--- config.mk ---
export PLATFORM = sky130hd
export DESIGN_NAME = cpe_ctrl
export DESIGN_NICKNAME = d
export VERILOG_FILES = /design/src/hw/rtl/cpe_pkg.sv /design/src/hw/rtl/cpe_ctrl.sv
export SDC_FILE = /design/constraint.sdc
export NUM_CORES = 1
export LEC_CHECK = 0
export ABC_AREA = 0
export BUFFER_PORTS_ARGS = -buffer_cell sky130_fd_sc_hd__buf_2
export CORE_AREA = 2 2 39 41
export CTS_CLUSTER_DIAMETER = 80
export DETAILED_ROUTE_END_ITERATION = 8
export DIE_AREA = 0 0 41 43
export PLACE_DENSITY = 0.7
export SYNTH_ARGS = -nofsm -noshare
export SYNTH_HDL_FRONTEND = slang
export SYNTH_SLANG_ARGS = --single-unit
--- constraint.sdc ---
create_clock -name clk -period 1.7 [get_ports clk]
set_input_delay 0.085 -clock clk [delete_from_list [all_inputs] [get_ports clk]]
set_output_delay 0.085 -clock clk [all_outputs]
set_load 0.01 [all_outputs]
--- src/hw/rtl/cpe_pkg.sv ---
// ----------------------------------------------------------------------------
// cpe_pkg
// Shared types, sizes and codes of the cartesian product entry decoder.
// ----------------------------------------------------------------------------
`default_nettype none

package cpe_pkg;

  // Table geometry; the load address fields cover exactly these ranges.
  localparam int MAX_DISTS  = 8;
  localparam int MAX_SETS   = 16;
  localparam int MAX_PARAMS = 8;
  localparam int HANDLE_W   = 16;

  localparam int DIST_W = $clog2(MAX_DISTS);           // distribution index
  localparam int SET_W  = $clog2(MAX_SETS);            // value set index
  localparam int SLOT_W = $clog2(MAX_PARAMS);          // entry slot index
  localparam int DTOT_W = $clog2(MAX_DISTS + 1);       // distribution count
  localparam int SCNT_W = $clog2(MAX_SETS + 1);        // sets per distribution
  localparam int ECNT_W = $clog2(MAX_PARAMS + 1);      // entries per set
  localparam int SIDX_W = DIST_W + SET_W;              // set table address
  localparam int EIDX_W = SIDX_W + SLOT_W;             // entry store address
  localparam int NSETS  = MAX_DISTS * MAX_SETS;
  localparam int NENT   = NSETS * MAX_PARAMS;

  localparam int IDX_W  = 32;                          // permutation number
  localparam int PERM_W = 33;                          // permutation total
  localparam int NPAR_W = 7;                           // parameter total
  localparam int PIDX_W = 8;                           // parameter index
  localparam int PROD_W = PERM_W + SCNT_W;

  localparam logic [PERM_W-1:0] PERM_MAX = {PERM_W{1'b1}};

  // Divider retires DIV_BITS quotient bits per cycle.
  localparam int DIV_BITS  = 8;
  localparam int DIV_STEPS = IDX_W / DIV_BITS;
  localparam int DSTEP_W   = $clog2(DIV_STEPS);

  // Configuration register word index (paddr[2]).
  localparam logic CFG_IDX_PERM  = 1'b0;
  localparam logic CFG_IDX_VALID = 1'b1;

  typedef enum logic [1:0] {
    REQ_LOAD  = 2'd0,
    REQ_CLEAR = 2'd1,
    REQ_QUERY = 2'd2,
    REQ_NOP   = 2'd3
  } req_t;

  typedef enum logic [1:0] {
    ST_OK          = 2'd0,
    ST_NO_INDEX    = 2'd1,
    ST_PARAM_RANGE = 2'd2
  } status_t;

  typedef enum logic [3:0] {
    S_IDLE,
    S_DISPATCH,
    S_LD_WR,
    S_PINIT,
    S_PERM,
    S_CHECK,
    S_DIV,
    S_DIG_RD,
    S_DIG_ACC,
    S_PCHK,
    S_SCAN,
    S_DONE
  } state_t;

  typedef struct packed {
    logic cap;        // latch the request fields
    logic load;       // load: write store, grow counts, read set count
    logic load_wr;    // load: write back grown set entry count
    logic clear;      // drop all counts
    logic perm_init;  // start permutation product
    logic perm_step;  // multiply in one distribution
    logic check;      // latch index check, set up digit walk
    logic div_step;   // one divider step
    logic dig_rd;     // read entry count of the picked set
    logic dig_acc;    // add entry count, move to next distribution
    logic pchk;       // parameter index check, set up scan
    logic scan;       // scan one distribution for the target entry
  } cmd_t;

  typedef struct packed {
    req_t req;
    logic dist_empty;
    logic perm_last;
    logic idx_ok;
    logic div_last;
    logic dig_last;
    logic param_ok;
    logic hit;
  } stat_t;

endpackage

`default_nettype wire

--- src/hw/rtl/cpe_ctrl.sv ---
// ----------------------------------------------------------------------------
// cpe_ctrl
// Sequencer: steps the datapath through load, product, digit and scan passes.
// ----------------------------------------------------------------------------
`default_nettype none

module cpe_ctrl (
  input  wire logic           clk,
  input  wire logic           rst_n,
  input  wire logic           start,
  input  wire cpe_pkg::stat_t stat,
  output cpe_pkg::cmd_t       cmd,
  output logic                busy,
  output logic                out_valid
);

  cpe_pkg::state_t state_r, state_nxt;

  always_ff @(posedge clk) begin
    if (!rst_n) begin
      state_r <= cpe_pkg::S_IDLE;
    end else begin
      state_r <= state_nxt;
    end
  end

  always_comb begin
    state_nxt = state_r;
    case (state_r)
      cpe_pkg::S_IDLE: begin
        if (start) state_nxt = cpe_pkg::S_DISPATCH;
      end
      cpe_pkg::S_DISPATCH: begin
        if (stat.req == cpe_pkg::REQ_LOAD) state_nxt = cpe_pkg::S_LD_WR;
        else                               state_nxt = cpe_pkg::S_PINIT;
      end
      cpe_pkg::S_LD_WR: state_nxt = cpe_pkg::S_PINIT;
      cpe_pkg::S_PINIT: begin
        if (stat.dist_empty) state_nxt = cpe_pkg::S_CHECK;
        else                 state_nxt = cpe_pkg::S_PERM;
      end
      cpe_pkg::S_PERM: begin
        if (stat.perm_last) state_nxt = cpe_pkg::S_CHECK;
      end
      cpe_pkg::S_CHECK: begin
        if (stat.idx_ok) state_nxt = cpe_pkg::S_DIV;
        else             state_nxt = cpe_pkg::S_DONE;
      end
      cpe_pkg::S_DIV: begin
        if (stat.div_last) state_nxt = cpe_pkg::S_DIG_RD;
      end
      cpe_pkg::S_DIG_RD: state_nxt = cpe_pkg::S_DIG_ACC;
      cpe_pkg::S_DIG_ACC: begin
        if (stat.dig_last) state_nxt = cpe_pkg::S_PCHK;
        else               state_nxt = cpe_pkg::S_DIV;
      end
      cpe_pkg::S_PCHK: begin
        if (stat.req == cpe_pkg::REQ_QUERY && stat.param_ok) state_nxt = cpe_pkg::S_SCAN;
        else                                                 state_nxt = cpe_pkg::S_DONE;
      end
      cpe_pkg::S_SCAN: begin
        if (stat.hit) state_nxt = cpe_pkg::S_DONE;
      end
      cpe_pkg::S_DONE: state_nxt = cpe_pkg::S_IDLE;
      default:         state_nxt = cpe_pkg::S_IDLE;
    endcase
  end

  always_comb begin
    cmd       = '0;
    busy      = 1'b1;
    out_valid = 1'b0;
    case (state_r)
      cpe_pkg::S_IDLE: begin
        busy    = 1'b0;
        cmd.cap = start;
      end
      cpe_pkg::S_DISPATCH: begin
        cmd.load  = (stat.req == cpe_pkg::REQ_LOAD);
        cmd.clear = (stat.req == cpe_pkg::REQ_CLEAR);
      end
      cpe_pkg::S_LD_WR:   cmd.load_wr   = 1'b1;
      cpe_pkg::S_PINIT:   cmd.perm_init = 1'b1;
      cpe_pkg::S_PERM:    cmd.perm_step = 1'b1;
      cpe_pkg::S_CHECK:   cmd.check     = 1'b1;
      cpe_pkg::S_DIV:     cmd.div_step  = 1'b1;
      cpe_pkg::S_DIG_RD:  cmd.dig_rd    = 1'b1;
      cpe_pkg::S_DIG_ACC: cmd.dig_acc   = 1'b1;
      cpe_pkg::S_PCHK:    cmd.pchk      = 1'b1;
      cpe_pkg::S_SCAN:    cmd.scan      = 1'b1;
      cpe_pkg::S_DONE:    out_valid     = 1'b1;
      default:            busy          = 1'b1;
    endcase
  end

endmodule

`default_nettype wire

==> impl_metrics.json <==
{
  "worst-r2r-cell-count": 4,
  "slew_violations": 0,
  "number_of_antenna_violations_at_the_first_check_in_global_routing": 0,
  "total_global_routing_overflow": 0,
  "gr_usage_total_pct": 13.6,
  "largest-register": "state_r",
  "ant_nets": 0,
  "critPathTopFamily": "simple AND/OR/NAND/NOR gates",
  "unrepaired_setup_endpoints_after_global_routing": "false",
  "maxSlewHeadroom_pct": 73.7,
  "grt_max_degree": 14,
  "layout_worst_path_cycle_share_pct": 90.4,
  "worst_path_largest_cell_delay_ns": 0.42,
  "drtIter0Drc": 11,
  "detailedRoute.firstPassIterationCount": 4,
  "drc_errors": 0,
  "post-synth-top-area-fraction_pct": 20.3,
  "grt_first_pass_wirelength_mm": 1.64,
  "final_nets": 99,
  "floorplan.initialDensity_pct": 28.6,
  "required_ns": 1.62,
  "synth_seq_area_share_pct": 20.3,
  "clock_tree_from_tritoncts": "built",
  "synth.area.top_cells": "dfxtp_1 20%, nand2b_1 9.5%, nor2_1 8.5%",
  "die_y_um": 43,
  "gp_routability_congestion": 0.766,
  "clock_skew_ns": 0.00205,
  "cp-end-kind": "primary output",
  "cp_max_fo": 12,
  "run_status": "finished clean",
  "ys.flop_type": "dfxtp_1",
  "reg2reg_to": "state_r[0]",
  "highest_ir_drop_seen_on_vdd_uv": 334,
  "final.min_clock_period_ns": 1.54,
  "vias": 525,
  "number_of_buffers_created_by_cts": 3,
  "final_layout_size_suffix_gt1_share_pct": 38.8,
  "netlist_area_pre_place_um2": 395,
  "route.final.wire_length_mm": 1.08,
  "clock_insertion_delay_worst_skew_ns": 0.23,
  "min_path_cells": 2,
  "yosys_register_bits": 4,
  "type_of_the_worst_setup_path": "reg2out",
  "crit_path_start": "state_r[1]",
  "end_of_flow_core_utilization_pct": 39.7,
  "synth.largest_area_cell": "dfxtp_1",
  "worst-slew-pin-transition_ns": 0.395,
  "top_level_ports": 26,
  "clock_tree.htree_level_count": 1,
  "rows": 14,
  "clock_sinks": 4,
  "finalHoldViolations": 0,
  "dpl-instance-area_um2": 526,
  "clk_pin_slew_ns": 0.04,
  "synth-edff-count": 0,
  "area_taken_by_multi_input_logic_gates_um2": 278,
  "worstHoldStart": "rst_n",
  "rr_startpoint": "state_r[3]",
  "timing.critical_path.slowest_stage_cell": "dfxtp_1",
  "hp-class": "in2reg",
  "setup-violations-final": 0,
  "dieWidth_um": 41,
  "number_of_fill_cells": 153,
  "max_freq_ghz": 0.651,
  "fp.dieArea_um2": 1760,
  "syn-num-nets": 72,
  "clock_tree.root_cell": "clkbuf_4",
  "static-leakage-power_nw": 0.270,
  "async_reset_ff_share_pct": 0,
  "area.growth.synth_to_final_pct": 38.9,
  "max_reg_flops": 4,
  "synth.yosys.warnings": 0,
  "grt_pass1_vias": 436,
  "antenna-diode-count": 0,
  "vias_per_cell": 5.20,
  "critPathArrivalTime_ns": 1.45,
  "worst_setup_path_start_kind": "flip-flop",
  "max_cap_viol_count": 0,
  "netlist_top_cells_count": "9 x nor2_1, 6 x nand2_1, 6 x nand2b_1, 5 x a21oi_1, 5 x nor3_1",
  "ctsLongestPathBuffers": 2,
  "ratio_of_total_power_to_cell_area_nw_per_um2": 800,
  "path_buf_inv": 1,
  "detailed_place_hpwl_um": 850,
  "post-layout-total-power_mw": 0.439,
  "port-buffer-count": 25,
  "post_cts_hold_buffer_count": 0,
  "syn-instance-count": 60,
  "layout_top_registers": "state_r x4",
  "synth.most_common_cell": "nor2_1",
  "post_route_setup_tns_ns": 0,
  "seqCellArea_um2": 81.3,
  "finalInstanceArea_um2": 549,
  "synth.distinct_cells": 24,
  "routed_wire_length_per_instance_um": 10.7,
  "capture_endpoint_of_the_worst_hold_path": "state_r[0]",
  "core_um2": 1380,
  "reg2reg_setup_slack_ns": 0.22,
  "timing.critical_path.cells": "nand2b_1, nor4_1, nor2b_1, buf_2",
  "synthesis.area_per_instance_um2": 6.59
}
==> metrics by stage <==
stage | hold slack (ns) | setup WS, ns | instances
floorplan | 0.203 | 0.566 | 60
CTS | 0.104 | 0.0546 | 101
detailed placement | 0.349 | 0.246 | 98
global placement | 0.351 | 0.279 | 98
finish | 0.113 | 0.163 | 101
global route | 0.115 | 0.00434 | 101
==> where the power goes <==
group | internal (mW) | leakage [nW] | switching [mW]
Clock | 0.0787 | 0.0138 | 0.0354
Sequential | 0.109 | 0.0331 | 0.0411
Combinational | 0.0839 | 0.223 | 0.0915
==> worst max-delay path by stage <==
stage	endpoint	slack (ns)	cells after the start
6_report	cmd[10]	0.16	4
5_1_grt	cmd[8]	0.004	4
4_1_cts	cmd[10]	0.05	4
3_5_place_dp	state_r[0]	0.25	4
3_3_place_gp	state_r[0]	0.28	4
2_1_floorplan	state_r[0]	0.57	5
==> cell families after synthesis <==
group | share of synthesized area [%]
compound gates | 26.3
simple gates | 44.0
buf+inv | 9.49
flops | 20.3
==> placed cells by master, fill, tap and decap left out, drive strengths merged <==
| master | synthesis | routed |
|---|---|---|
| o311a | 1 | 1 |
| clkbuf | 0 | 3 |
| a211o | 1 | 1 |
| nor3 | 5 | 5 |
| nand3 | 1 | 1 |
| nor4 | 3 | 3 |
| a311oi | 1 | 1 |
| o31a | 1 | 1 |
| nand2 | 6 | 6 |
| o32a | 1 | 1 |
| buf | 5 | 27 |
| nand2b | 6 | 6 |
| and3 | 1 | 1 |
| o21a | 1 | 1 |
| a21oi | 5 | 5 |
| nor2b | 2 | 2 |
| dfxtp | 4 | 4 |
| and2 | 1 | 1 |
| nor2 | 10 | 10 |
| inv | 2 | 2 |
| o32ai | 2 | 2 |
| a211oi | 1 | 1 |
==> timing repair <==
action,in CTS,in global routing
setup endpoints to repair,0,2
setup buffers,0,0
gates resized for setup,0,1
==> cell type report <==
type                            instances  area share (%)
Inverter                                2            1.37
Clock buffer                            3            4.10
Tap cell                               16            3.64
Timing Repair Buffer                   27            25.5
Multi-Input combinational cell         49            50.6
Sequential cell                         4            14.8
==> per-layer routing <==
metal | GRT usage [%] | wire length, um | share of wire, % | vias to the layer above
li1 | - | - | - | 266
met3 | 1.57 | 55 | 5.1 | 2
met5 | 0 | 0 | 0 | -
met2 | 21.6 | 545 | 51 | 13
met1 | 14.8 | 466 | 43 | 244
met4 | 11.3 | 11 | 1.0 | 0
Power figures use the tool's default switching activity.
